`src/rtl/core/clba_pkg.sv`:
```
// Shared constants, types and helpers of the cell-to-lattice box average.
`default_nettype none

package clba_pkg;

   localparam int MAX_DIM    = 63;
   localparam int LINE_LEN   = MAX_DIM + 1;
   localparam int COORD_W    = $clog2(LINE_LEN);
   localparam int COL_W      = COORD_W - 1;
   localparam int BANK_AW    = COORD_W + COL_W;
   localparam int BANK_DEPTH = 1 << BANK_AW;

   localparam int DIM_W     = 6;
   localparam int DATA_W    = 16;
   localparam int SUM4_W    = DATA_W + 2;
   localparam int SUM8_W    = DATA_W + 3;
   localparam int SHIFT_W   = 2;
   localparam int CSR_IDX_W = 2;

   localparam logic [CSR_IDX_W-1:0] REG_DIM_X = CSR_IDX_W'(0);
   localparam logic [CSR_IDX_W-1:0] REG_DIM_Y = CSR_IDX_W'(1);
   localparam logic [CSR_IDX_W-1:0] REG_DIM_Z = CSR_IDX_W'(2);

   localparam logic [DIM_W-1:0] DIM_RESET = DIM_W'(1);

   typedef struct packed {
      logic               vx0;
      logic               vx1;
      logic               vy0;
      logic               vy1;
      logic               vz0;
      logic               vz1;
      logic [SHIFT_W-1:0] shift;
      logic               last;
   } item_ctl_type;

   typedef struct packed {
      logic               rd_en;
      logic [COORD_W-1:0] crs_rd_addr;
      logic               crs_we;
      logic [COORD_W-1:0] crs_wr_addr;
      logic [DATA_W-1:0]  crs_wr_data;
      logic               x_odd;
      logic [COL_W-1:0]   col_even;
      logic [COL_W-1:0]   col_odd;
      logic [COORD_W-1:0] row_here;
      logic [COORD_W-1:0] row_up;
      logic               pp_we;
      logic               pp_wr_odd;
      logic [BANK_AW-1:0] pp_wr_addr;
   } mem_req_type;

   typedef struct packed {
      logic [DATA_W-1:0] row_here;
      logic [DATA_W-1:0] row_left;
      logic [DATA_W-1:0] pp_here;
      logic [DATA_W-1:0] pp_left;
      logic [DATA_W-1:0] pp_here_up;
      logic [DATA_W-1:0] pp_left_up;
   } mem_rsp_type;

   function automatic logic [COORD_W-1:0] clamp_dim(input logic [DIM_W-1:0] d);
      logic [COORD_W-1:0] result;
      if (int'(d) > MAX_DIM) begin
         result = COORD_W'(MAX_DIM);
      end else begin
         result = COORD_W'(d);
      end
      return result;
   endfunction

endpackage

`default_nettype wire

```
`src/rtl/core/clba_seq.sv`:
```
// Dimension registers, lattice position tracking and store address generation.
`default_nettype none

module clba_seq (
   input  wire  logic                            clock,
   input  wire  logic                            reset,
   input  wire  logic                            csr_we,
   input  wire  logic [clba_pkg::CSR_IDX_W-1:0]  csr_index,
   input  wire  logic [clba_pkg::DIM_W-1:0]      csr_wdata,
   input  wire  logic                            accept,
   input  wire  logic [clba_pkg::DATA_W-1:0]     cell_density,
   output clba_pkg::item_ctl_type                item_ctl,
   output clba_pkg::mem_req_type                 mem_req,
   output logic [clba_pkg::DATA_W-1:0]           prev_cell
);
   import clba_pkg::*;

   logic [DIM_W-1:0]   dim_x_ff, dim_y_ff, dim_z_ff;
   logic [DIM_W-1:0]   dim_x_in, dim_y_in, dim_z_in;
   logic [COORD_W-1:0] pos_x_ff, pos_y_ff, pos_z_ff;
   logic [COORD_W-1:0] pos_x_in, pos_y_in, pos_z_in;
   logic [DATA_W-1:0]  prev_cell_ff, prev_cell_in;

   logic [COORD_W-1:0] dx, dy, dz;
   logic [COORD_W-1:0] x, y, z, xm, ym;
   logic               end_x, end_y, end_z;
   logic               vx0, vx1, vy0, vy1, vz0, vz1;

   always_comb begin
      dx = clamp_dim(dim_x_ff);
      dy = clamp_dim(dim_y_ff);
      dz = clamp_dim(dim_z_ff);
      x  = (pos_x_ff > dx) ? '0 : pos_x_ff;
      y  = (pos_y_ff > dy) ? '0 : pos_y_ff;
      z  = (pos_z_ff > dz) ? '0 : pos_z_ff;
      xm = x - COORD_W'(1);
      ym = y - COORD_W'(1);
      end_x = (x == dx);
      end_y = (y == dy);
      end_z = (z == dz);
      vx0 = (x != '0);
      vx1 = (x < dx);
      vy0 = (y != '0);
      vy1 = (y < dy);
      vz0 = (z != '0);
      vz1 = (z < dz);
   end

   always_comb begin
      item_ctl.vx0   = vx0;
      item_ctl.vx1   = vx1;
      item_ctl.vy0   = vy0;
      item_ctl.vy1   = vy1;
      item_ctl.vz0   = vz0;
      item_ctl.vz1   = vz1;
      item_ctl.shift = {1'b0, vx0 & vx1} + {1'b0, vy0 & vy1} + {1'b0, vz0 & vz1};
      item_ctl.last  = end_x & end_y & end_z;
   end

   always_comb begin
      mem_req.rd_en       = accept;
      mem_req.crs_rd_addr = x;
      mem_req.crs_we      = accept & vx0;
      mem_req.crs_wr_addr = xm;
      mem_req.crs_wr_data = prev_cell_ff;
      mem_req.x_odd       = x[0];
      mem_req.col_even    = x[0] ? xm[COORD_W-1:1] : x[COORD_W-1:1];
      mem_req.col_odd     = x[0] ? x[COORD_W-1:1] : xm[COORD_W-1:1];
      mem_req.row_here    = y;
      mem_req.row_up      = ym;
      mem_req.pp_we       = accept & vx0 & vy0;
      mem_req.pp_wr_odd   = xm[0];
      mem_req.pp_wr_addr  = {ym, xm[COORD_W-1:1]};
   end

   assign prev_cell = prev_cell_ff;

   always_comb begin
      dim_x_in = dim_x_ff;
      dim_y_in = dim_y_ff;
      dim_z_in = dim_z_ff;
      if (csr_we) begin
         case (csr_index)
            REG_DIM_X: dim_x_in = csr_wdata;
            REG_DIM_Y: dim_y_in = csr_wdata;
            REG_DIM_Z: dim_z_in = csr_wdata;
            default: ;
         endcase
      end
   end

   always_comb begin
      pos_x_in     = pos_x_ff;
      pos_y_in     = pos_y_ff;
      pos_z_in     = pos_z_ff;
      prev_cell_in = prev_cell_ff;
      if (accept) begin
         prev_cell_in = cell_density;
         pos_x_in     = x;
         pos_y_in     = y;
         pos_z_in     = z;
         if (end_x) begin
            pos_x_in = '0;
            if (end_y) begin
               pos_y_in = '0;
               pos_z_in = end_z ? '0 : z + COORD_W'(1);
            end else begin
               pos_y_in = y + COORD_W'(1);
            end
         end else begin
            pos_x_in = x + COORD_W'(1);
         end
      end
   end

   always_ff @(posedge clock) begin
      if (reset) begin
         dim_x_ff <= DIM_RESET;
         dim_y_ff <= DIM_RESET;
         dim_z_ff <= DIM_RESET;
         pos_x_ff <= '0;
         pos_y_ff <= '0;
         pos_z_ff <= '0;
      end else begin
         dim_x_ff <= dim_x_in;
         dim_y_ff <= dim_y_in;
         dim_z_ff <= dim_z_in;
         pos_x_ff <= pos_x_in;
         pos_y_ff <= pos_y_in;
         pos_z_ff <= pos_z_in;
      end
   end

   always_ff @(posedge clock) begin
      prev_cell_ff <= prev_cell_in;
   end

endmodule

`default_nettype wire

```
`config.mk`:
```
export PLATFORM = sky130hd
export DESIGN_NAME = clba_seq
export DESIGN_NICKNAME = d
export VERILOG_FILES = /design/src/rtl/core/clba_pkg.sv /design/src/rtl/core/clba_seq.sv
export SDC_FILE = /design/constraint.sdc
export NUM_CORES = 1
export LEC_CHECK = 0
export BUFFER_PORTS_ARGS = -buffer_cell sky130_fd_sc_hd__buf_2
export CORE_MARGIN = 4
export CORE_UTILIZATION = 52
export CTS_CLUSTER_SIZE = 24
export DETAILED_ROUTE_END_ITERATION = 6
export HOLD_SLACK_MARGIN = 0.06
export PLACE_DENSITY_LB_ADDON = 0.15
export SKIP_LAST_GASP = 1
export SLEW_MARGIN = 20
export SYNTH_ARGS = -nofsm -noshare
export SYNTH_HDL_FRONTEND = slang
export SYNTH_SLANG_ARGS = --single-unit
```
`constraint.sdc`:
```
create_clock -name clock -period 4.2 [get_ports clock]
set_input_delay 0.21 -clock clock [delete_from_list [all_inputs] [get_ports clock]]
set_output_delay 0.21 -clock clock [all_outputs]
set_load 0.01 [all_outputs]
```
Yosys cells after proc, flatten, opt, wreduce, memory -nomap -nowiden
Cells that the tools add are included.
W data, S select, Z words.
{"block": "classes", "reduce_logical": 7, "addsub": 7, "order_cmp": 6, "eq_ne": 5, "n_mux": 11, "n_bitwise": 7}
{"operator": "$mux W6", "count": 9}
{"operator": "$add A6 B1 Y6 const B", "count": 3}
{"operator": "$eq A6 B6 Y1", "count": 3}
{"operator": "$gt A6 B6 Y1", "count": 3}
{"operator": "$lt A6 B6 Y1", "count": 3}
{"operator": "$reduce_bool A6 Y1", "count": 3}
{"operator": "$sub A6 B1 Y6 const B", "count": 2}
{"operator": "$mux W5", "count": 2}
{"operator": "$and A1 B1 Y1", "count": 7}
{"operator": "$reduce_and A2 Y1", "count": 3}
{"operator": "$add A1 B1 Y2", "count": 1}
{"operator": "$add A2 B1 Y2", "count": 1}
{"operator": "$eq A2 B1 Y1 const B", "count": 1}
{"operator": "$eq A2 B2 Y1 const B", "count": 1}
{"operator": "$logic_not A2 Y1", "count": 1}
{"block": "word_totals", "elab_cells": 50, "ff_bits": 52, "out_inout_bits": 91, "inputBits": 28}

Longest topological paths before layout
Gate-level depths: netlist of run 1.
{"block": "depth", "word_depth": 6, "depth_mapped": 17}

Worst setup path after synthesis of run 1
OpenSTA, ideal clock, no wires.
{"block": "synth_path", "path_type": "flip-flop to output port", "start": "register pos_x_ff[0]", "end": "output item_ctl[1] in the netlist's numbering", "arrival_ns": 3.180, "n_path_buf": 2, "stages_incl_launch_ff": 16, "setup_slack_ns": 0.810, "path_cell_list": "dfxtp_1 -> clkbuf_1 -> inv_1 -> ha_1 -> nor2b_1 -> o21ai_0 -> a21oi_1 -> o21ai_1 -> clkbuf_1 -> and2_1 -> ha_1 -> a21o_1 -> a21o_1 -> a211oi_1 -> and2_1 -> fa_1"}
{"element": "start: declaration", "line_no": "clba_seq.sv:20", "rtl": "logic [COORD_W-1:0] pos_x_ff, pos_y_ff, pos_z_ff;"}
{"element": "start signal: assignment", "line_no": "clba_seq.sv:128", "rtl": "pos_x_ff <= pos_x_in;"}
{"element": "end: declaration", "line_no": "clba_seq.sv:12", "rtl": "output clba_pkg::item_ctl_type item_ctl,"}

==> results of run 1 <==
==> stage by stage <==
step,setup slack (ns),cells,power (W),area [um2],utilization
2_1_floorplan,0.810,450,0.000904,3900,-
3_3_place_gp,0.577,612,0.000994,4220,0.582
3_5_place_dp,0.433,612,0.00100,4220,0.582
4_1_cts,0.0764,619,0.00128,4300,0.593
5_1_grt,0.0151,621,0.00134,4330,0.598
6_report,0.248,621,0.00126,4330,0.598
==> repair_timing <==
| item | in CTS | in global routing |
|---|---|---|
| endpoints found under the hold margin | 0 | 2 |
| endpoints found under the setup margin | 0 | 1 |
| gates resized for setup | 0 | 1 |
| hold buffers | 0 | 2 |
==> routing by layer <==
| metal | wire length, um | vias to the layer above | part of all wire |
|---|---|---|---|
| met5 | 0 | - | 0 |
| met4 | 80 | 0 | 0.0090 |
| met3 | 486 | 7 | 0.054 |
| met2 | 4630 | 92 | 0.52 |
| met1 | 3740 | 1548 | 0.42 |
| li1 | - | 1674 | - |
==> report_power, final <==
group	internal, W	leakage (nW)	switching [W]	total (W)
sequential	0.000542	0.448	0.0000164	0.000558
clock	0.000114	0.0410	0.000158	0.000271
combinational	0.000175	1.61	0.000258	0.000432
total	0.000830	2.10	0.000432	0.00126
==> sequential cells by signal (all words and copies together), names as in the netlist <==
signal and count:
prev_cell 16, pos_y_ff 6, dim_x_ff 6, pos_x_ff 6, dim_z_ff 6, dim_y_ff 6, pos_z_ff 6
==> cells by family (layout without fill, tap and decap cells) <==
logic type,count (synthesis),after routing,synth area share
AOI/OAI and AO/OA,80,80,0.136
xor gates and xnor gates,7,7,0.0157
adders and majority gates,45,45,0.146
buffers and inverters,95,167,0.142
DFF,52,52,0.308
muxes,10,10,0.0257
and+or+nand+nor,161,161,0.226
==> cells in the mapped netlist, types with 3 or more instances <==
cell type	n
nor2_1	42
clkbuf_1	14
o21ai_0	12
xnor2_1	5
nand3_1	16
nand3b_1	3
inv_1	35
nor2b_1	4
buf_4	41
ha_1	44
nand2_1	31
dfxtp_1	36
nand4_1	10
a22oi_1	4
a211o_1	3
or3_1	3
nor3_1	5
a21oi_1	25
nand2b_1	6
a31oi_1	5
mux2i_1	10
a21o_1	10
and2_1	16
edfxtp_1	16
==> cells in the final DEF (no fill, tap or decap), types with 3 or more instances in the layout <==
cell,instances
a21oi_1,25
and2_1,16
nand2b_1,6
clkbuf_8,5
nor2_1,42
mux2i_1,10
inv_1,35
nor3_1,5
a21o_1,10
a211o_1,3
nand3b_1,3
or3_1,3
ha_1,44
dfxtp_1,36
nand4_1,10
a22oi_1,4
nand2_1,31
edfxtp_1,16
nor2b_1,4
nand3_1,16
a31oi_1,5
buf_4,4
o21ai_0,12
buf_2,118
xnor2_1,5
==> path summary, 6_finish.rpt <==
kind,from,end,slack [ns],cells after the start
setup / recovery,pos_z_ff[4]$_SDFFE_PP0P_,item_ctl[1],0.25,12
hold / removal,cell_density[15],prev_cell[15]$_DFFE_PP_,0.07,1
setup reg to reg,pos_x_ff[0]$_SDFFE_PP0P_,pos_y_ff[4]$_SDFFE_PP0P_,0.61,16
hold reg to reg,dim_z_ff[1]$_SDFFE_PP0P_,dim_z_ff[1]$_SDFFE_PP0P_,0.50,2
==> critical path: stages, from the launching register on <==
cell and delay, ns:
dfxtp_1 0.45, ha_1 0.30, a21oi_1 0.15, a21boi_0 0.14, o32ai_2 0.43, and2_1 0.19
ha_1 0.24, a21o_1 0.18, a21o_1 0.17, a221oi_1 0.34, and2_1 0.23, fa_1 0.44
buf_2 0.16
==> layout make-up <==
type / instances / share of cell area
multi-input cells: 303 / 0.497
flip-flops and latches: 52 / 0.277
repair buffers: 124 / 0.148
inverters: 36 / 0.0312
well taps: 99 / 0.0286
clock buffers: 6 / 0.0167
clock inverters: 1 / 0.00115
==> flow_summary.yaml, run 1 <==
grt:
  gr-usage-met1: 0.248
  grt_max_degree: 45
  grtUsageTotal: 0.200
  grt_use_met2: 0.363
  grt_use_met3: 0.0263
  busiest_layer: "met2"
  antenna_found_initial: 0
  grt-ovfl-total: 0
  grt_pass1_vias: 3054
  grt_pass1_wl_um: 14300
die:
  ios: 119
  core_um2: 7250
  floorplan.die_area_um2: 8940
  die_w_um: 94.6
  die_h_um: 94.6
  start_util: 0.537
  core.rowCount: 31
layout:
  n_fill_cell: 689
  synthToLayoutAreaGrowth_pct: 11.2
  seq_area_um2: 1200
  nNetsFinal: 595
  multi_input_area_um2: 2160
  diodes: 0
  drive_gt1_frac: 0.289
synth:
  ys.flop_type: "dfxtp_1"
  synth_area_um2: 3900
  synth_cells: 450
  synth_cell_type_count: 65
  async_flop_share: 0
  synth_edf_count: 16
  syn_nets: 523
  synth_warnings: 0
  syn_avg_cell_area_um2: 8.66
  yosysTopAreaCellShare: 0.185
  synth-seq-area-share: 0.308
  ys_ff_latch: 52
  yosysTopAreaCell: "dfxtp_1"
  yosys-top-cells-area: "dfxtp_1 18%, ha_1 14%, edfxtp_1 12%"
place:
  port-buffer-count: 118
  dpl.hpwl_um: 7010
  routabilityCongestion: 0.856
timing:
  max_freq_mhz: 253
  min_period_over_period: 0.941
  whs_ns: 0.0738
  maxSlewViolCount: 0
  finalSetupViolCount: 0
  rsz0062_at_grt: "false"
  tightest_slew_ns: 0.814
  finalHoldViolations: 0
  period_needed_ns: 3.95
  fin_tns_setup_ns: 0
  slew-limit-headroom: 0.457
  fin_skew_ns: 0.00547
drt:
  ant_nets: 0
  wire_per_inst_um: 14.4
  first_pass_iters: 4
  totalWireLength_um: 8940
  vias: 3321
  first_iter_violations: 133
  viasPerCell: 5.35
  drc: 0
clock_network:
  cts_tree: "done"
  clkLatencyLatePin_ns: 0.30
  cts_buffers: 5
  cts.sink_count: 52
  cts_max_level: 2
  post-cts-setup-buffers: 0
  path_clk_slew_ns: 0.09
  cts-root-buf: "clkbuf_8"
  clockBufferDepth: 2
worst_setup_path:
  worstSetupEndpointType: "primary output"
  start_kind: "register"
  crit_fanout: 7
  worstSetupPathType: "register to primary output"
  worstPathArrival_ns: 3.74
  required_ns: 3.99
min_path:
  min_path_type: "input pin to register"
pwr:
  leakage_nw: 2.10
  p_per_area_nw_per_um2: 291
  peakVddDrop_mv: 0.166
job:
  max-cap-violations: 0
run_status:
  status: "complete, no violations"
Power figures use the tool's default switching activity.
==> run 2, diff against run 1 <==
--- a/config.mk
+++ b/config.mk
@@ -12,6 +12,7 @@
 export DETAILED_ROUTE_END_ITERATION = 6
 export HOLD_SLACK_MARGIN = 0.06
 export PLACE_DENSITY_LB_ADDON = 0.15
+export REMOVE_ABC_BUFFERS = 1
 export SKIP_LAST_GASP = 1
 export SLEW_MARGIN = 20
 export SYNTH_ARGS = -nofsm -noshare
==> flow_summary.yaml, run 2 (synthesis results as in run 1) <==
run_status:
  status: "complete, no violations"
layout:
  mostFrequentLayoutCells: "118 x buf_2, 44 x ha_1, 42 x nor2_1"
  n_fill_cell: 659
  largest_register_ffs: 16
  layout.cells.most_common: "buf_2"
  diodes: 0
  nNetsFinal: 599
  synthToLayoutAreaGrowth_pct: 13.3
  design_area_um2: 4410
  drive_gt1_frac: 0.292
worst_setup_path:
  required_ns: 3.99
  start_kind: "register"
  worstPathArrival_ns: 3.83
  crit_fanout: 15
  crit_chain: "ha_1 -> and4_1 -> and3_1 -> a31o_2 -> and2_1 -> ha_1 -> a21o_1 -> a21o_1 -> a211oi_2 -> and2_1 -> fa_1 -> buf_2"
  cpMaxStageDelayCell: "dfxtp_1"
  worstSetupPathType: "register to primary output"
  cpPeakStageDelay_ns: 0.53
  worstSetupEndpointType: "primary output"
timing:
  min_period_over_period: 0.962
  whs_ns: 0.0705
  slew-limit-headroom: 0.464
  fin_skew_ns: 0.00636
  period_needed_ns: 4.04
  rsz0062_at_grt: "false"
  max_freq_mhz: 247
  tightest_slew_ns: 0.804
  maxSlewViolCount: 0
  finalSetupViolCount: 0
  fin_tns_setup_ns: 0
  finalHoldViolations: 0
pwr:
  internal-power_w: 0.000896
  leakage_nw: 2.13
  power_frac_seq: 0.415
  power_frac_comb: 0.325
  peakVddDrop_mv: 0.179
  sw_frac_of_total: 0.333
  p_sw_w: 0.000448
  clkPwrFrac: 0.260
  p_per_area_nw_per_um2: 304
grt:
  grt_pass1_wl_um: 14800
  grtUsageTotal: 0.204
  grt_pass1_vias: 3046
  grt-ovfl-total: 0
  antenna_found_initial: 0
  grt_max_degree: 45
drt:
  wire_per_inst_um: 14.4
  first_pass_iters: 4
  drc: 0
  vias: 3348
  totalWireLength_um: 8990
  first_iter_violations: 93
  ant_nets: 0
  viasPerCell: 5.35
clock_network:
  cts_buffers: 5
  cts_tree: "done"
  cts-root-buf: "clkbuf_8"
  post-cts-setup-buffers: 0
  cts.sink_count: 52
  clkLatencyLatePin_ns: 0.31
  cts_max_level: 2
  clockBufferDepth: 2
  path_clk_slew_ns: 0.10
job:
  max-cap-violations: 0
die:
  die_h_um: 94.6
  ios: 119
  start_util: 0.537
  floorplan.die_area_um2: 8940
  core.rowCount: 31
  core_um2: 7250
  die_w_um: 94.6
place:
  placed_area_um2: 4220
  dpl.hpwl_um: 7050
  routabilityCongestion: 0.822
  port-buffer-count: 118
min_path:
  min_path_type: "input pin to register"
run 2: layer usage:
| layer | vias to the layer above | share of wire | global-route usage |
|---|---|---|---|
| li1 | 1675 | - | - |
| met1 | 1551 | 0.46 | 0.292 |
| met2 | 111 | 0.46 | 0.323 |
| met3 | 11 | 0.068 | 0.0327 |
| met4 | 0 | 0.012 | 0.0481 |
| met5 | - | 0 | 0 |
run 2: critical path, delay by kind of cell, from the launching register on:
| kind | cells | cell delay, ns |
|---|---|---|
| buffers and inverters | 1 | 0.15 |
| AND/OR/NAND/NOR | 4 | 0.79 |
| adder cells (fa/ha/maj) | 3 | 1.08 |
| AO/OA/AOI/OAI | 4 | 0.97 |
| flip-flops | 1 | 0.53 |
run 2: metrics by stage:
stage	power [W]	setup WS, ns	instances	utilization
floorplan	0.000819	0.0853	391	-
global placement	0.000993	0.475	612	0.582
detailed placement	0.00100	0.454	612	0.582
CTS	0.00135	0.0704	620	0.598
global route	0.00143	0.00133	626	0.609
finish	0.00134	0.158	626	0.609
run 2: power by group through the flow:
stage | registers, W | logic (W) | clock network [W]
after floorplan | 0.000581 | 0.000237 | 0
after detailed placement | 0.000569 | 0.000431 | 0
after CTS | 0.000558 | 0.000433 | 0.000356
after global routing | 0.000561 | 0.000489 | 0.000377
final | 0.000558 | 0.000437 | 0.000349
after global placement | 0.000568 | 0.000425 | 0
run 2: final timing paths:
kind              slack [ns]  cells after the start                     start                  endpoint
hold / removal          0.07                      1          cell_density[11]   prev_cell[11]$_DFFE_PP_
hold reg to reg         0.51                      2  dim_y_ff[4]$_SDFFE_PP0P_  dim_y_ff[4]$_SDFFE_PP0P_
setup reg to reg        0.65                     12  pos_y_ff[3]$_SDFFE_PP0P_  pos_y_ff[4]$_SDFFE_PP0P_
setup / recovery        0.16                     12  pos_y_ff[3]$_SDFFE_PP0P_               item_ctl[1]
run 2: layout make-up:
class	instances	area (um2)	area share
clock buffer	5	68.8	0.0156
tap	99	124	0.0281
clock inverter	3	42.5	0.00964
multi-input combinational	303	2160	0.490
inverter	36	135	0.0306
timing repair buffer	128	681	0.154
sequential	52	1200	0.272
run 2: what timing repair did:
action                     in CTS  in global routing
setup endpoints to repair       0                  1
hold buffers                    0                  6
hold endpoints to repair        0                  6
gates resized for setup         0                  3
==> run 3, diff against run 2 <==
--- a/config.mk
+++ b/config.mk
@@ -5,9 +5,11 @@
 export SDC_FILE = /design/constraint.sdc
 export NUM_CORES = 1
 export LEC_CHECK = 0
+export ABC_AREA = 1
 export BUFFER_PORTS_ARGS = -buffer_cell sky130_fd_sc_hd__buf_2
 export CORE_MARGIN = 4
 export CORE_UTILIZATION = 52
+export CTS_CLUSTER_DIAMETER = 150
 export CTS_CLUSTER_SIZE = 24
 export DETAILED_ROUTE_END_ITERATION = 6
 export HOLD_SLACK_MARGIN = 0.06
==> flow_summary.yaml, run 3 <==
run_status:
  status: "complete, no violations"
synth:
  syn_avg_cell_area_um2: 7.78
  synth_cell_type_count: 38
  synth_warnings: 0
  synth_compound_area_frac: 0.109
  synth-seq-area-share: 0.316
  synth_most_common_cell: "nand2_1"
  yosys-top-cells-area: "dfxtp_1 19%, ha_1 14%, edfxtp_1 13%"
  synth_xor_area_frac: 0.0207
  synthSimpleGateAreaFrac: 0.243
  synth_cells: 489
  synth_fa_ha_area_frac: 0.150
  ys.flop_type: "dfxtp_1"
  yosysTopAreaCell: "dfxtp_1"
  ys_ff_latch: 52
  synth_mux_area_frac: 0
  synth_edf_count: 16
  synth_top_family_by_area: "simple AND/OR/NAND/NOR gates"
  yosysTopAreaCellShare: 0.189
  synth_area_um2: 3800
  synthTopCellsByCount: "91 x nand2_1, 69 x inv_1, 44 x ha_1, 40 x a21oi_1, 40 x buf_4"
  async_flop_share: 0
layout:
  layout.cells.most_common: "buf_2"
  mostFrequentLayoutCells: "118 x buf_2, 91 x nand2_1, 69 x inv_1"
  fin_util: 0.644
  synthToLayoutAreaGrowth_pct: 17.6
  drive_gt1_frac: 0.271
  nNetsFinal: 654
  largest_register_ffs: 16
  diodes: 0
  final_cells: 678
  n_fill_cell: 623
drt:
  viasPerCell: 5.04
  first_iter_violations: 157
  wire_per_inst_um: 13.4
  ant_nets: 0
  first_pass_iters: 4
  totalWireLength_um: 9120
  drc: 0
  vias: 3418
min_path:
  min_path_type: "input pin to register"
  worstHoldStart: "cell_density[3]"
place:
  port-buffer-count: 118
  dp_cells: 655
  routabilityCongestion: 0.894
  preCtsSetupSlack_ns: 0.883
  dpl.hpwl_um: 7080
worst_setup_path:
  crit_chain: "inv_1 -> ha_1 -> nand2_1 -> nor2_2 -> nand2_1 -> nand3_2 -> nand2_4 -> nand2_1 -> inv_1 -> ha_1 -> nand2_1 -> nor2_1 -> o21ai_0 -> o211a_1 -> nand2_1 -> inv_1 -> fa_1 -> buf_2"
  crit_fanout: 6
  worstPathArrival_ns: 3.39
  cp-startpoint: "dim_x_ff[5]$_SDFFE_PP0P_"
  worstSetupPathType: "register to primary output"
  crit_path_frequent_cell: "nand2_1"
  crit_family: "adder cells"
  cp_num_buf_inv: 4
  required_ns: 3.99
  worstSetupEndpointType: "primary output"
  reg2reg_from: "dim_x_ff[5]$_SDFFE_PP0P_"
  start_kind: "register"
  cpPeakStageDelay_ns: 0.52
  cpMaxStageDelayCell: "fa_1"
grt:
  grt_pass1_wl_um: 14500
  grtUsageTotal: 0.204
  antenna_found_initial: 0
  grt-ovfl-total: 0
  grt_pass1_vias: 3142
  grt_max_degree: 24
die:
  start_util: 0.548
  die_w_um: 93.5
  floorplan.die_area_um2: 8750
  core.rowCount: 30
  ios: 119
  core_um2: 6940
  die_h_um: 93.5
pwr:
  leakage_nw: 2.28
  p_per_area_nw_per_um2: 298
  sw_frac_of_total: 0.309
  power_frac_comb: 0.271
  clkPwrFrac: 0.313
  power_frac_seq: 0.416
  internal-power_w: 0.000921
  p_sw_w: 0.000411
  peakVddDrop_mv: 0.150
timing:
  finalHoldViolations: 0
  rsz0062_at_grt: "false"
  finalSetupViolCount: 0
  min_period_over_period: 0.857
  fin_tns_setup_ns: 0
  slew-limit-headroom: 0.561
  max_freq_mhz: 278
  whs_ns: 0.0700
  setup_ws_ns: 0.601
  tightest_slew_ns: 0.658
  period_needed_ns: 3.60
  fin_skew_ns: 0.0172
  maxSlewViolCount: 0
clock_network:
  cts.sink_count: 52
  cts-root-buf: "clkbuf_8"
  clkLatencyLatePin_ns: 0.32
  cts_max_level: 2
  clockBufferDepth: 2
  post-cts-setup-buffers: 0
  cts_tree: "done"
  path_clk_slew_ns: 0.10
  cts_buffers: 5
job:
  max-cap-violations: 0
run 3: changes by cell type in the layout (fill, tap and decap cells not counted), sizes merged, moves of 6 or more:
cell and delta:
nand2 +69, inv +39, nand3 +25, and2 -17, a21oi +15, nor2 -14
a21o -10, mux2i -10, dlygate4sd3 +9, o21ai +9, nand2b -6
run 3: path summary, 6_finish.rpt:
path         cells past startpoint  slack, ns                  endpoint
max                             18       0.60               item_ctl[1]
min                              1       0.07    prev_cell[3]$_DFFE_PP_
max reg2reg                     19       0.86  pos_z_ff[4]$_SDFFE_PP0P_
min reg2reg                      2       0.50  dim_y_ff[1]$_SDFFE_PP0P_
run 3: cell families after synthesis:
group | count (synthesis)
fa+ha+maj | 45
xor+xnor | 9
simple gates | 185
buf+inv | 122
compound gates | 76
flops | 52
run 3: metal layers:
metal,routed length [um],part of all wire,GRT usage,up-vias
met5,0,0,0,-
met4,135,0.015,0.0674,0
met3,549,0.060,0.0298,13
met2,4650,0.51,0.379,93
met1,3790,0.42,0.239,1563
li1,-,-,-,1749
run 3: area by class of cell:
cell class	instances	area, um2	share of cell area
clock buffers	5	68.8	0.0154
multi-input cells	315	1990	0.444
flip-flops and latches	52	1200	0.269
inverters	74	285	0.0638
well taps	96	120	0.0269
repair buffers	133	741	0.166
clock inverters	3	68.8	0.0154
run 3: through the flow:
stage	instance area, um2	total power [W]
after floorplan	3470	0.000778
after global placement	4190	0.000910
after detailed placement	4190	0.000918
after CTS	4450	0.00134
after global routing	4470	0.00141
final	4470	0.00133
run 3: worst register-to-register path, delay by kind of cell (launching register included):
kind	cells	cell delay, ns
and+or+nand+nor	13	1.87
adders and majority gates	2	0.64
buffers and inverters	3	0.33
DFF	1	0.32
AOI/OAI and AO/OA	1	0.06
run 3: timing repair:
item | in CTS | in global routing
hold buffers | 13 | 2
endpoints found under the hold margin | 13 | 2
resized for setup | 0 | 0
setup endpoints to repair | 0 | 0
run 3: power groups by stage:
| stage | clock network, W | logic (W) | registers, W |
|---|---|---|---|
| 5_1_grt | 0.000446 | 0.000403 | 0.000558 |
| 3_3_place_gp | 0 | 0.000344 | 0.000565 |
| 2_1_floorplan | 0 | 0.000199 | 0.000579 |
| 3_5_place_dp | 0 | 0.000352 | 0.000566 |
| 4_1_cts | 0.000427 | 0.000363 | 0.000555 |
| 6_report | 0.000417 | 0.000361 | 0.000555 |
