===== src/rtl/core/clba_pkg.sv =====
// Shared constants, types and helpers of the cell-to-lattice box average.
`default_nettype none

package clba_pkg;

   localparam int MAX_DIM    = 63;
   localparam int LINE_LEN   = MAX_DIM + 1;
   localparam int COORD_W    = $clog2(LINE_LEN);
   localparam int COL_W      = COORD_W - 1;
   localparam int BANK_AW    = COORD_W + COL_W;
   localparam int BANK_DEPTH = 1 << BANK_AW;

   localparam int DIM_W     = 6;
   localparam int DATA_W    = 16;
   localparam int SUM4_W    = DATA_W + 2;
   localparam int SUM8_W    = DATA_W + 3;
   localparam int SHIFT_W   = 2;
   localparam int CSR_IDX_W = 2;

   localparam logic [CSR_IDX_W-1:0] REG_DIM_X = CSR_IDX_W'(0);
   localparam logic [CSR_IDX_W-1:0] REG_DIM_Y = CSR_IDX_W'(1);
   localparam logic [CSR_IDX_W-1:0] REG_DIM_Z = CSR_IDX_W'(2);

   localparam logic [DIM_W-1:0] DIM_RESET = DIM_W'(1);

   typedef struct packed {
      logic               vx0;
      logic               vx1;
      logic               vy0;
      logic               vy1;
      logic               vz0;
      logic               vz1;
      logic [SHIFT_W-1:0] shift;
      logic               last;
   } item_ctl_type;

   typedef struct packed {
      logic               rd_en;
      logic [COORD_W-1:0] crs_rd_addr;
      logic               crs_we;
      logic [COORD_W-1:0] crs_wr_addr;
      logic [DATA_W-1:0]  crs_wr_data;
      logic               x_odd;
      logic [COL_W-1:0]   col_even;
      logic [COL_W-1:0]   col_odd;
      logic [COORD_W-1:0] row_here;
      logic [COORD_W-1:0] row_up;
      logic               pp_we;
      logic               pp_wr_odd;
      logic [BANK_AW-1:0] pp_wr_addr;
   } mem_req_type;

   typedef struct packed {
      logic [DATA_W-1:0] row_here;
      logic [DATA_W-1:0] row_left;
      logic [DATA_W-1:0] pp_here;
      logic [DATA_W-1:0] pp_left;
      logic [DATA_W-1:0] pp_here_up;
      logic [DATA_W-1:0] pp_left_up;
   } mem_rsp_type;

   function automatic logic [COORD_W-1:0] clamp_dim(input logic [DIM_W-1:0] d);
      logic [COORD_W-1:0] result;
      if (int'(d) > MAX_DIM) begin
         result = COORD_W'(MAX_DIM);
      end else begin
         result = COORD_W'(d);
      end
      return result;
   endfunction

endpackage

`default_nettype wire


===== src/rtl/core/clba_avg.sv =====
// Neighbor sum and shift pipeline with output register and flow control.
`default_nettype none

module clba_avg (
   input  wire  logic                         clock,
   input  wire  logic                         reset,
   input  wire  logic                         req_tvalid,
   output logic                               req_tready,
   input  wire  logic [clba_pkg::DATA_W-1:0]  cell_density,
   input  wire  logic [clba_pkg::DATA_W-1:0]  prev_cell,
   input  wire  clba_pkg::item_ctl_type       item_ctl,
   input  wire  clba_pkg::mem_rsp_type        mem_rsp,
   output logic                               rsp_tvalid,
   input  wire  logic                         rsp_tready,
   output logic [clba_pkg::DATA_W-1:0]        rsp_tdata,
   output logic                               rsp_tlast
);
   import clba_pkg::*;

   logic               s1_valid_ff, s1_valid_in;
   item_ctl_type       s1_ctl_ff, s1_ctl_in;
   logic [DATA_W-1:0]  s1_cur_ff, s1_cur_in;
   logic [DATA_W-1:0]  s1_prev_ff, s1_prev_in;

   logic               s2_valid_ff, s2_valid_in;
   logic [SUM4_W-1:0]  s2_cur_sum_ff, s2_cur_sum_in;
   logic [SUM4_W-1:0]  s2_old_sum_ff, s2_old_sum_in;
   logic [SHIFT_W-1:0] s2_shift_ff, s2_shift_in;
   logic               s2_last_ff, s2_last_in;

   logic               out_valid_ff, out_valid_in;
   logic [DATA_W-1:0]  out_data_ff, out_data_in;
   logic               out_last_ff, out_last_in;

   logic               out_en, s2_en, s1_en, accept;
   logic [SUM4_W-1:0]  cur_sum, old_sum;
   logic [SUM8_W-1:0]  total, shifted;

   always_comb begin
      out_en = !out_valid_ff | rsp_tready;
      s2_en  = !s2_valid_ff | out_en;
      s1_en  = !s1_valid_ff | s2_en;
      accept = req_tvalid & s1_en;
   end

   assign req_tready = s1_en;

   always_comb begin
      cur_sum = '0;
      old_sum = '0;
      if (s1_ctl_ff.vz1) begin
         cur_sum = (s1_ctl_ff.vy1 & s1_ctl_ff.vx1 ? SUM4_W'(s1_cur_ff) : '0)
                 + (s1_ctl_ff.vy1 & s1_ctl_ff.vx0 ? SUM4_W'(s1_prev_ff) : '0)
                 + (s1_ctl_ff.vy0 & s1_ctl_ff.vx1 ? SUM4_W'(mem_rsp.row_here) : '0)
                 + (s1_ctl_ff.vy0 & s1_ctl_ff.vx0 ? SUM4_W'(mem_rsp.row_left) : '0);
      end
      if (s1_ctl_ff.vz0) begin
         old_sum = (s1_ctl_ff.vy1 & s1_ctl_ff.vx1 ? SUM4_W'(mem_rsp.pp_here) : '0)
                 + (s1_ctl_ff.vy1 & s1_ctl_ff.vx0 ? SUM4_W'(mem_rsp.pp_left) : '0)
                 + (s1_ctl_ff.vy0 & s1_ctl_ff.vx1 ? SUM4_W'(mem_rsp.pp_here_up) : '0)
                 + (s1_ctl_ff.vy0 & s1_ctl_ff.vx0 ? SUM4_W'(mem_rsp.pp_left_up) : '0);
      end
      total   = SUM8_W'(s2_cur_sum_ff) + SUM8_W'(s2_old_sum_ff);
      shifted = total >> s2_shift_ff;
   end

   always_comb begin
      s1_valid_in = s1_en ? req_tvalid : s1_valid_ff;
      s1_ctl_in   = accept ? item_ctl : s1_ctl_ff;
      s1_cur_in   = accept ? cell_density : s1_cur_ff;
      s1_prev_in  = accept ? prev_cell : s1_prev_ff;

      s2_valid_in   = s2_en ? s1_valid_ff : s2_valid_ff;
      s2_cur_sum_in = s2_cur_sum_ff;
      s2_old_sum_in = s2_old_sum_ff;
      s2_shift_in   = s2_shift_ff;
      s2_last_in    = s2_last_ff;
      if (s2_en && s1_valid_ff) begin
         s2_cur_sum_in = cur_sum;
         s2_old_sum_in = old_sum;
         s2_shift_in   = s1_ctl_ff.shift;
         s2_last_in    = s1_ctl_ff.last;
      end

      out_valid_in = out_en ? s2_valid_ff : out_valid_ff;
      out_data_in  = out_data_ff;
      out_last_in  = out_last_ff;
      if (out_en && s2_valid_ff) begin
         out_data_in = shifted[DATA_W-1:0];
         out_last_in = s2_last_ff;
      end
   end

   always_ff @(posedge clock) begin
      if (reset) begin
         s1_valid_ff  <= 1'b0;
         s2_valid_ff  <= 1'b0;
         out_valid_ff <= 1'b0;
      end else begin
         s1_valid_ff  <= s1_valid_in;
         s2_valid_ff  <= s2_valid_in;
         out_valid_ff <= out_valid_in;
      end
   end

   always_ff @(posedge clock) begin
      s1_ctl_ff     <= s1_ctl_in;
      s1_cur_ff     <= s1_cur_in;
      s1_prev_ff    <= s1_prev_in;
      s2_cur_sum_ff <= s2_cur_sum_in;
      s2_old_sum_ff <= s2_old_sum_in;
      s2_shift_ff   <= s2_shift_in;
      s2_last_ff    <= s2_last_in;
      out_data_ff   <= out_data_in;
      out_last_ff   <= out_last_in;
   end

   assign rsp_tvalid = out_valid_ff;
   assign rsp_tdata  = out_data_ff;
   assign rsp_tlast  = out_last_ff;

endmodule

`default_nettype wire


===== config.mk =====
export PLATFORM = sky130hd
export DESIGN_NAME = clba_avg
export DESIGN_NICKNAME = d
export VERILOG_FILES = /design/src/rtl/core/clba_pkg.sv /design/src/rtl/core/clba_avg.sv
export SDC_FILE = /design/constraint.sdc
export NUM_CORES = 1
export LEC_CHECK = 0
export ABC_AREA = 1
export BUFFER_PORTS_ARGS = -buffer_cell sky130_fd_sc_hd__buf_2
export CAP_MARGIN = 15
export CORE_UTILIZATION = 50
export DETAILED_ROUTE_END_ITERATION = 10
export PLACE_DENSITY = 0.7
export SLEW_MARGIN = 10
export SYNTH_ARGS = -nofsm -noshare
export SYNTH_HDL_FRONTEND = slang
export SYNTH_SLANG_ARGS = --single-unit

===== constraint.sdc =====
create_clock -name clock -period 4.1 [get_ports clock]
set_clock_uncertainty 0.05 [all_clocks]
set_input_delay 0.82 -clock clock [delete_from_list [all_inputs] [get_ports clock]]
set_output_delay 0.82 -clock clock [all_outputs]
set_load 0.02 [all_outputs]

After elaboration in Yosys (flattened, before gate mapping). Index checks and enable logic that the tools add are counted.

Input port bits: 141. Bits in registers: 100. Output and inout port bits: 19.

Reductions and logical operators: 5. Multiplexer cells: 8. $add $sub $neg: 7. Shift-type cells: 1. Bitwise gates (word level): 8.

Operators with widths (number): $mux W16 (8); $add A17 B16 Y18 (2); $add A18 B16 Y18 (2); $add A16 B16 Y17 (2); $add A18 B18 Y19 (1); $shr A19 B2 Y16 (1); $and A1 B1 Y1 (5); $logic_not A1 Y1 (3); $or A1 B1 Y1 (3); $logic_and A1 B1 Y1 (2).

Logic depth before layout (Yosys ltp). Gate-level depths: netlist of the first run.

Word-level depth: 5. Gate-level depth with buffers: 18.

Worst setup path before layout of the first run. No wires, ideal clock.

Path type: register to register. Start point: reg s1_ctl_ff[7] in the netlist's numbering. End point: reg s2_cur_sum_ff[11] (data pin). Arrival: 3.262 ns. Setup time: 0.253 ns. Stages on the path, launching flop included: 18. Clock period less this slack: 3.565 ns. Data required time: 3.797 ns. Slack: 0.535 ns. Cells stage by stage: edfxtp_1 > nand2_1 > inv_1 > clkbuf_1 > nand2_1 > fa_1 > inv_1 > fa_1 > ha_1 > fa_1 > nand3_1 > nand2_1 > a21oi_1 > o21ai_0 > nand2_1 > nand2_1 > nor2_1 > nor2_1.

Word-level cells in the longest chain between the ends: 5.

Ends and longest elaborated chain: start: declaration (RTL line clba_avg.sv:21) `item_ctl_type s1_ctl_ff, s1_ctl_in;`; start signal: assignment (RTL line clba_avg.sv:107) `s1_ctl_ff <= s1_ctl_in;`; $and A1 B1 Y1 (RTL line clba_avg.sv:52) `cur_sum = (s1_ctl_ff.vy1 & s1_ctl_ff.vx1 ? SUM4_W'(s1_cur_ff) : '0)`; $mux W16 (RTL line clba_avg.sv:52); $add A16 B16 Y17 (RTL line clba_avg.sv:53) `+ (s1_ctl_ff.vy1 & s1_ctl_ff.vx0 ? SUM4_W'(s1_prev_ff) : '0)`; $add A17 B16 Y18 (*) (RTL line clba_avg.sv:54) `+ (s1_ctl_ff.vy0 & s1_ctl_ff.vx1 ? SUM4_W'(mem_rsp.row_here) : '0)`; $add A18 B16 Y18 (*) (RTL line clba_avg.sv:55) `+ (s1_ctl_ff.vy0 & s1_ctl_ff.vx0 ? SUM4_W'(mem_rsp.row_left) : '0);`; end signal: assignment (RTL line clba_avg.sv:110) `s2_cur_sum_ff <= s2_cur_sum_in;`; end: declaration (RTL line clba_avg.sv:26) `logic [SUM4_W-1:0] s2_cur_sum_ff, s2_cur_sum_in;`.

Mark *: on every way between the ends. The rest lies on a longest branch, timed or not. A chain may end at the register's enable or synchronous reset.

Final worst setup path of the first run.
Start point: reg s1_ctl_ff[6] in the netlist's numbering. End point: reg s2_cur_sum_ff[16] (data pin).

Word-level cells in the longest chain between the ends: 4.

Ends and longest elaborated chain (RTL line): $and A1 B1 Y1 (clba_avg.sv:54); $mux W16 (clba_avg.sv:54); $add A17 B16 Y18 (clba_avg.sv:54); $add A18 B16 Y18 (*) (clba_avg.sv:55).

Marks and branches as above.

==> results.txt, run 1 <==
Crit Path Class = flip-flop to flip-flop
Total power = 2.86 mW
Worst-Margin Slew = 548 ps
Die W = 134 µm
CP Capture Type = flip-flop
Top FF cell, synth = edfxtp_1
Drt via density = 4.76
Unique masters post-synth = 35
First-pass DRT Iterations = 5
CTS sink count = 100
Post-CTS Hold Fix Bufs = 0
HP Class = flip-flop to flip-flop
Synth area leaders = edfxtp_1 34%, fa_1 15%, inv_1 12%
Final setup fails = 0
GR Util All Layers = 22.7%
Crit path DAT = 3880 ps
Htree depth = 3
Synth cell count leaders = 272 x inv_1, 214 x nand2_1, 136 x nor2_1, 97 x edfxtp_1, 79 x nand3_1
Die Span Y = 134 µm
Rel. slew slack = 63.2%
Final Util = 59.9%
Post-synth EDFFs = 97
Cell Area, Synth = 8650 µm²
Row count = 47
Ys async rst share = 0%
CP Data Required Time = 4170 ps
TritonCTS buffer count = 9
Yosys top cell area share = 33.7%
Seq cells post-synth = 100
Syn nets = 1354
Synth Warn # = 0
Final slew viol count = 0
Unrepaired setup endpoints after global routing = no
CTS resizes = 0
Leak pwr = 5.42 nW
Final hold viol count = 0
# DRC = 0
Detail Route Antenna Nets = 0
Synth area leader = edfxtp_1
Share of layout cells above drive strength 1 = 15.3%
Port Buffer Count = 159
Maximum clock frequency = 262 MHz
Skew-Pair Late Insertion Delay = 360 ps
Maximum vdd drop = 0.212 mV
Hpwl dp = 16.2 mm
Power density over the cells = 284 nW/µm²
GPL Wtd Cong = 0.872
Final TNS setup = 0 ps
DR WL/cell = 12.9 µm
Postcts setup bufs = 0
Fin crit share = 93.1%
Largest net degree at the start of global routing = 40
First-pass GRT wire length = 31.7 mm
CTS root buf = clkbuf_16
Area grow syn2layout = 16.1%
Die ar. = 17800 µm²
ANT cells = 0
Grt ovf = 0
Antenna violations before repair = 2
Minimum clock period = 3820 ps
I/O pin count = 160
Vias in the first global route = 6759
Clock transition at path regs = 70 ps
Initial core utilization = 51.6%
Syn Inst Count = 1096
Syn_area_per_cell = 7.90 µm²
Area of the core = 16800 µm²
Max Cap Viol = 0
Post-synthesis sequential area ratio = 34.4%
Initial DRC count = 419
Count leader, synth = inv_1
WL final = 19.3 mm
CP Launch Type = flip-flop
Via count = 7084
Run status = completed
CTS tree = done
CTS max path bufs = 2
CP Max Fanout = 13
Nets = 1522
-- routing by layer --
layer | vias to the layer above | GRT usage (%) | part of all wire, %
met3 | 13 | 3.73 | 5.8
met5 | - | 0 | 0.062
met2 | 199 | 36.1 | 44
li1 | 3759 | - | -
met4 | 2 | 4.48 | 0.73
met1 | 3111 | 32.7 | 49
-- path summary, 6_finish.rpt --
path,from,endpoint,slack [ps],depth (start not counted)
worst min register to register,s1_ctl_ff[2],s2_shift_ff[1],380,0
worst max-delay path,s1_ctl_ff[6],s2_cur_sum_ff[16],280,14
worst min-delay path,s1_ctl_ff[2],s2_shift_ff[1],380,0
worst max register to register,s1_ctl_ff[6],s2_cur_sum_ff[16],280,14
-- area by class of cell --
| cell class | count | area [µm²] |
|---|---|---|
| tap | 220 | 275 |
| clock inverter | 7 | 60.1 |
| timing repair buffer | 173 | 901 |
| sequential | 100 | 2970 |
| multi-input combinational | 706 | 4580 |
| inverter | 274 | 1030 |
| fill | 1562 | 6710 |
| clock buffer | 9 | 225 |
-- worst max-delay path, cell delays in order, from the launching register on --
cell and delay [ps]:
edfxtp_1 450, nand2_1 420, buf_4 230, nor2_1 60, fa_1 540, inv_1 60, fa_1 480, inv_1 50
ha_1 360, a21oi_1 200, o21ai_0 150, a211oi_1 300, nand3_1 110, nand2_1 70, nor2_1 50
-- logic make-up (layout without fill, tap and decap cells) --
logic type | count (synthesis) | after routing | synth area share (%)
AO/OA/AOI/OAI | 129 | 129 | 8.31
XOR/XNOR | 5 | 5 | 0.506
adder cells (fa/ha/maj) | 117 | 117 | 22.6
buffers and inverters | 290 | 463 | 12.7
flip-flops | 100 | 100 | 34.4
AND/OR/NAND/NOR | 455 | 455 | 21.6
-- flip-flops by register name, summed over array words and instances (netlist names) --
register	count
s2_valid_ff	1
rsp_tlast	1
rsp_tvalid	1
s1_valid_ff	1
s2_cur_sum_ff	18
s1_prev_ff	16
s2_last_ff	1
s1_cur_ff	16
s1_ctl_ff	9
s2_shift_ff	2
s2_old_sum_ff	18
rsp_tdata	16
-- metrics by stage --
stage | hold slack (ps) | setup WS [ps] | cell area (µm²) | instances
2_1_floorplan | 350 | 535 | 8650 | 1096
3_3_place_gp | 355 | 299 | 9760 | 1473
3_5_place_dp | 361 | 269 | 9760 | 1473
4_1_cts | 378 | 297 | 10000 | 1489
5_1_grt | 389 | 13.3 | 10000 | 1489
6_report | 380 | 283 | 10000 | 1489
-- layout by cell type (no fill, tap or decap), types with 6 or more instances in the layout --
cell / n
a21o_1: 6
buf_4: 14
buf_2: 159
nand2_1: 214
edfxtp_1: 97
fa_1: 65
inv_1: 271
nor2_1: 136
nand3_1: 79
nor3_1: 7
clkbuf_16: 9
a21oi_1: 70
ha_1: 52
o21ai_0: 32
-- power by group --
part	leakage, nW	total [mW]	switching, mW	internal, mW
Clock	0.136	0.826	0.404	0.422
Combinational	4.31	0.807	0.505	0.303
Sequential	0.971	1.22	0.0264	1.20
Total	5.42	2.86	0.935	1.92
(Power assumes the default switching activity.)
==> run 2: changes to the inputs <==
--- a/config.mk
+++ b/config.mk
@@ -11,6 +11,7 @@
 export CORE_UTILIZATION = 50
 export DETAILED_ROUTE_END_ITERATION = 10
 export PLACE_DENSITY = 0.7
+export RECOVER_POWER = 25
 export SLEW_MARGIN = 10
 export SYNTH_ARGS = -nofsm -noshare
 export SYNTH_HDL_FRONTEND = slang
==> run 2 against run 1 <==
Effect of this change:
- sequential power hardly changed
- maximum frequency hardly changed
- total power about the same
- non-clock buffer count did not move
- critical path type unchanged
==> results.txt, run 2 (same netlist as run 1, synthesis figures left out) <==
Crit Path Class = flip-flop to flip-flop
Fin crit share = 93.1% (about the same)
M1 WL = 9.43 mm (+0.11%)
Via count = 7081 (-0.042%)
GR Util All Layers = 22.7% (unchanged)
First-pass DRT Iterations = 5 (unchanged)
CP Launch Type = flip-flop
Post-CTS Hold Fix Bufs = 0 (unchanged)
HP Class = flip-flop to flip-flop
CTS tree = done
# DRC = 0 (unchanged)
Hpwl dp = 16.2 mm (unchanged)
Vias in the first global route = 6759 (unchanged)
Share of layout cells above drive strength 1 = 15.0% (-0.32 points)
Antenna violations before repair = 2 (unchanged)
Row count = 47 (unchanged)
Clock network fraction of total power = 28.9% (about the same)
Hold path start = s1_ctl_ff[2]
DR WL/cell = 12.9 µm (about the same)
Sw Pwr = 935 µW (about the same)
Reg-to-reg startpoint = s1_ctl_ff[6]
Total power = 2.86 mW (about the same)
Worst-Margin Slew = 868 ps (+320 ps)
Power density over the cells = 284 nW/µm² (about the same)
I/O pin count = 160 (unchanged)
Maximum vdd drop = 0.212 mV (about the same)
Final setup fails = 0 (unchanged)
Final TNS setup = 0 ps (unchanged)
Clock transition at path regs = 70 ps (about the same)
Area of the core = 16800 µm² (unchanged)
Rel. slew slack = 42.1% (-21 points)
Final hold viol count = 0 (unchanged)
GPL Wtd Cong = 0.872 (unchanged)
Run status = completed
Flop pwr share = 42.8% (about the same)
Htree depth = 3 (unchanged)
CTS root buf = clkbuf_16
Die ar. = 17800 µm² (unchanged)
Minimum clock period = 3820 ps (+0.0500 ps)
Die W = 134 µm (unchanged)
Most frequent cells in the layout = 271 x inv_1, 214 x nand2_1, 156 x buf_2
Max Cap Viol = 0 (unchanged)
Most common cell after layout, fill and taps aside = inv_1
Leak pwr = 5.41 nW (-0.23%)
Final slew viol count = 0 (unchanged)
CTS resizes = 0 (unchanged)
Detail Route Antenna Nets = 0 (unchanged)
Nets = 1522 (unchanged)
Largest net degree at the start of global routing = 40 (unchanged)
Postcts setup bufs = 0 (unchanged)
TritonCTS buffer count = 9 (unchanged)
Int Pwr = 1.92 mW (about the same)
Crit path DAT = 3880 ps (about the same)
First-pass GRT wire length = 31.7 mm (unchanged)
Top flop regs = s2_cur_sum_ff (18), s2_old_sum_ff (18)
Logic pwr share = 28.2% (about the same)
Initial DRC count = 438 (+4.5%)
Die Span Y = 134 µm (unchanged)
Met2 WL = 8.56 mm (about the same)
Skew-Pair Late Insertion Delay = 360 ps (about the same)
Met3 Routed Length = 1.11 mm (-0.36%)
Grt ovf = 0 (unchanged)
Drt via density = 4.76 (about the same)
CTS sink count = 100 (unchanged)
CP Launch Point = s1_ctl_ff[6]
CP Max Fanout = 13 (unchanged)
WL final = 19.3 mm (about the same)
Maximum clock frequency = 262 MHz (about the same)
Top layer in use = met5
CTS max path bufs = 2 (unchanged)
Area grow syn2layout = 16.0% (about the same)
Initial core utilization = 51.6% (unchanged)
Unrepaired setup endpoints after global routing = no
ANT cells = 0 (unchanged)
Net Sw Frac = 32.7% (about the same)
Port Buffer Count = 159 (unchanged)
CP Capture Type = flip-flop
CP Data Required Time = 4170 ps (about the same)
==> run 2: cell count changes in the layout (fill, tap and decap cells not counted), sizes merged <==
cell	change
buf	-4
clkbuf	+4
==> run 2: power groups by stage <==
| stage | Combinational, mW | Clock [mW] | Sequential [mW] |
|---|---|---|---|
| after floorplan | 0.562 | 0 | 1.24 |
| after CTS | 0.810 | 0.849 | 1.22 |
| final | 0.807 | 0.826 | 1.22 |
| after global routing | 0.930 | 0.884 | 1.23 |
| after detailed placement | 0.803 | 0 | 1.25 |
| after global placement | 0.796 | 0 | 1.25 |
==> run 2: final timing paths <==
| path | end | cells after the start | slack (ps) |
|---|---|---|---|
| max | s2_cur_sum_ff[16] | 14 | 280 |
| min | s2_shift_ff[1] | 0 | 380 |
| max reg2reg | s2_cur_sum_ff[16] | 14 | 280 |
| min reg2reg | s2_shift_ff[1] | 0 | 380 |
==> run 2: worst max-delay path: stages, from the launching register on <==
cell and delay [ps]:
edfxtp_1 450, nand2_1 420, buf_4 230, nor2_1 60, fa_1 540, inv_1 60, fa_1 480, inv_1 50
ha_1 360, a21oi_1 200, o21ai_0 150, a211oi_1 300, nand3_1 110, nand2_1 70, nor2_1 50
==> run 2: routing by layer <==
layer  global-route usage (%)  up-vias
met5                        0        -
met4                     4.48        2
met3                     3.73       13
met2                     36.1      200
met1                     32.7     3107
li1                         -     3759
==> run 2: per-stage QoR <==
stage | utilization, % | setup WS [ps] | std cells | instance area, µm² | hold WS, ps
final | 59.9 | 282 | 1489 | 10000 | 380
after global routing | 59.9 | 13.3 | 1489 | 10000 | 389
after CTS | 59.9 | 297 | 1489 | 10000 | 378
after detailed placement | 58.2 | 269 | 1473 | 9760 | 361
after global placement | 58.2 | 299 | 1473 | 9760 | 355
after floorplan | - | 535 | 1096 | 8650 | 350
==> run 2: layout make-up <==
cell class / instances / area, µm²
Fill cell: 1567 / 6720
Multi-Input combinational cell: 706 / 4580
Sequential cell: 100 / 2970
Inverter: 274 / 1030
Timing Repair Buffer: 173 / 893
Tap cell: 220 / 275
Clock buffer: 9 / 225
Clock inverter: 7 / 60.1
==> run 3: changes to the inputs <==
--- a/config.mk
+++ b/config.mk
@@ -6,7 +6,7 @@
 export NUM_CORES = 1
 export LEC_CHECK = 0
 export ABC_AREA = 1
-export BUFFER_PORTS_ARGS = -buffer_cell sky130_fd_sc_hd__buf_2
+export BUFFER_PORTS_ARGS = -buffer_cell sky130_fd_sc_hd__clkbuf_2
 export CAP_MARGIN = 15
 export CORE_UTILIZATION = 50
 export DETAILED_ROUTE_END_ITERATION = 10
==> run 3 against run 2 <==
Effect of this change:
- maximum frequency grew 2.8%
- first-iteration DRC count shrank 17%
- global-route usage grew 0.61 points
- via count grew 0.79%
- final cell count is essentially flat
- combinational power is essentially flat
- worst setup slack gained 110 ps
- highest routed layer is now met4
==> results.txt, run 3 (same netlist as run 1, synthesis figures left out) <==
Top flop regs = s2_cur_sum_ff (18), s2_old_sum_ff (18)
Hold slack = 375 ps (-4.98 ps)
Net Sw Frac = 32.2% (-0.55 points)
Cell Area, Placed = 9770 µm² (about the same)
Sw Pwr = 939 µW (+0.38%)
Area of the core = 16800 µm² (unchanged)
Hpwl dp = 16.1 mm (-0.56%)
First-pass DRT Iterations = 5 (unchanged)
Vias in the first global route = 6926 (+2.5%)
Nets = 1523 (+0.066%)
CTS resizes = 0 (unchanged)
HP Class = flip-flop to flip-flop
Most common cell after layout, fill and taps aside = inv_1
Logic pwr share = 27.7% (-0.5 points)
Area grow syn2layout = 16.3%
CP Launch Point = s1_ctl_ff[5]
Rel. slew slack = 43.2% (+1.0 points)
Die Span Y = 134 µm (unchanged)
GR Util All Layers = 23.3% (+0.61 points)
CTS root buf = clkbuf_16
Grt ovf = 0 (unchanged)
Reg-to-reg startpoint = s1_ctl_ff[5]
CTS sink count = 100 (unchanged)
Detail Route Antenna Nets = 0 (unchanged)
# DRC = 0 (unchanged)
Total power = 2.92 mW (+2.1%)
CP Capture Point = s2_cur_sum_ff[11]
Die ar. = 17800 µm² (unchanged)
Final Util = 60.0% (+0.14 points)
Maximum clock frequency = 269 MHz (+2.8%)
Crit path DAT = 3780 ps (-100 ps)
CP Launch Type = flip-flop
Power density over the cells = 290 nW/µm² (+1.9%)
GPL Wtd Cong = 0.898 (+3.0%)
ANT cells = 0 (unchanged)
FF-to-FF path depth = 15 (+1)
Fin area = 10100 µm² (+0.24%)
Final setup fails = 0 (unchanged)
Largest net degree at the start of global routing = 42 (+5.0%)
Port Buffer Count = 159 (unchanged)
Int Pwr = 1.98 mW (+2.9%)
Crit Path Class = flip-flop to flip-flop
Unrepaired setup endpoints after global routing = no
DR WL/cell = 13.0 µm (+0.48%)
Hold path start = s2_last_ff
Post-CTS Hold Fix Bufs = 0 (unchanged)
Via count = 7137 (+0.79%)
Minimum clock period = 3710 ps (-106 ps)
Antenna violations before repair = 0 (-2)
CP Capture Type = flip-flop
I/O pin count = 160 (unchanged)
First-pass GRT wire length = 32.5 mm (+2.6%)
Reg-to-Reg End = s2_cur_sum_ff[11]
Run status = completed
Max Cap Viol = 0 (unchanged)
Leak pwr = 5.46 nW (+0.95%)
CP Max Fanout = 14 (+1)
WL final = 19.4 mm (+0.55%)
Worst-Margin Slew = 853 ps (-15.5 ps)
Htree depth = 3 (unchanged)
Maximum vdd drop = 0.226 mV (+6.6%)
CTS max path bufs = 2 (unchanged)
Initial core utilization = 51.6% (unchanged)
Flop pwr share = 42.0% (-0.8 points)
Final TNS setup = 0 ps (unchanged)
Worst reg2reg setup slack = 390 ps (+110 ps)
Share of layout cells above drive strength 1 = 15.0% (+0.067 points)
Clock transition at path regs = 80 ps (about the same)
Fin crit share = 90.5% (-2.6 points)
Postcts setup bufs = 0 (unchanged)
Die W = 134 µm (unchanged)
Most frequent cells in the layout = 271 x inv_1, 214 x nand2_1, 157 x clkbuf_2
Drt via density = 4.79 (+0.72%)
CP Data Required Time = 4170 ps (about the same)
Skew-Pair Late Insertion Delay = 360 ps (about the same)
Row count = 47 (unchanged)
Final slew viol count = 0 (unchanged)
TritonCTS buffer count = 9 (unchanged)
Initial DRC count = 365 (-17%)
CTS tree = done
Clock network fraction of total power = 30.3% (+1.4 points)
Final hold viol count = 0 (unchanged)
-- run 3: changes by cell type in the layout (fill, tap and decap cells not counted), sizes merged --
| cell | change |
|---|---|
| inv | -1 |
| bufinv | +1 |
| clkinv | +1 |
| clkinvlp | -1 |
| clkbuf | +156 |
| buf | -155 |
-- run 3: final cells by class --
cell class,count,area (µm²)
fill,1558,6700
multi-input combinational,706,4580
sequential,100,2970
inverter,274,1030
timing repair buffer,174,902
tap,220,275
clock buffer,9,225
clock inverter,7,75.1
-- run 3: worst min-delay path by stage --
stage,cells after the start,slack [ps],endpoint
after global placement,0,350,rsp_tlast
after detailed placement,0,360,rsp_tlast
after global routing,0,390,rsp_tlast
after CTS,0,380,rsp_tlast
final,0,370,rsp_tlast
after floorplan,0,350,rsp_tlast
-- run 3: metrics by stage --
step / worst slack (ps) / std cells
floorplan: 535 / 1096
global placement: 348 / 1474
detailed placement: 327 / 1474
CTS: 411 / 1490
global route: 92.4 / 1490
finish: 388 / 1490
-- run 3: worst max-delay path, stage by stage (launching register included) --
cell	delay, ps
edfxtp_1	430
nand2_1	230
buf_4	270
nor2_1	80
fa_1	500
fa_1	420
ha_1	230
fa_1	470
nand3_1	100
nand2_1	90
a21oi_1	180
o21ai_0	140
nand2_1	90
nand2_1	60
nor2_1	80
nor2_1	50
-- run 3: routing by layer --
metal / up-vias / wire (µm) / global-route usage, %
met2: 214 / 8380 / 36.9
met1: 3140 / 9600 / 33.1
met5: - / 0 / 0
met3: 19 / 1040 / 3.81
li1: 3764 / - / -
met4: 0 / 337 / 6.31
-- run 3: power groups by stage --
stage               clock network, mW  logic [mW]  registers [mW]
floorplan                           0       0.562            1.24
global placement                    0       0.797            1.25
detailed placement                  0       0.805            1.25
CTS                             0.905       0.811            1.22
global route                    0.933       0.933            1.23
finish                          0.885       0.807            1.22
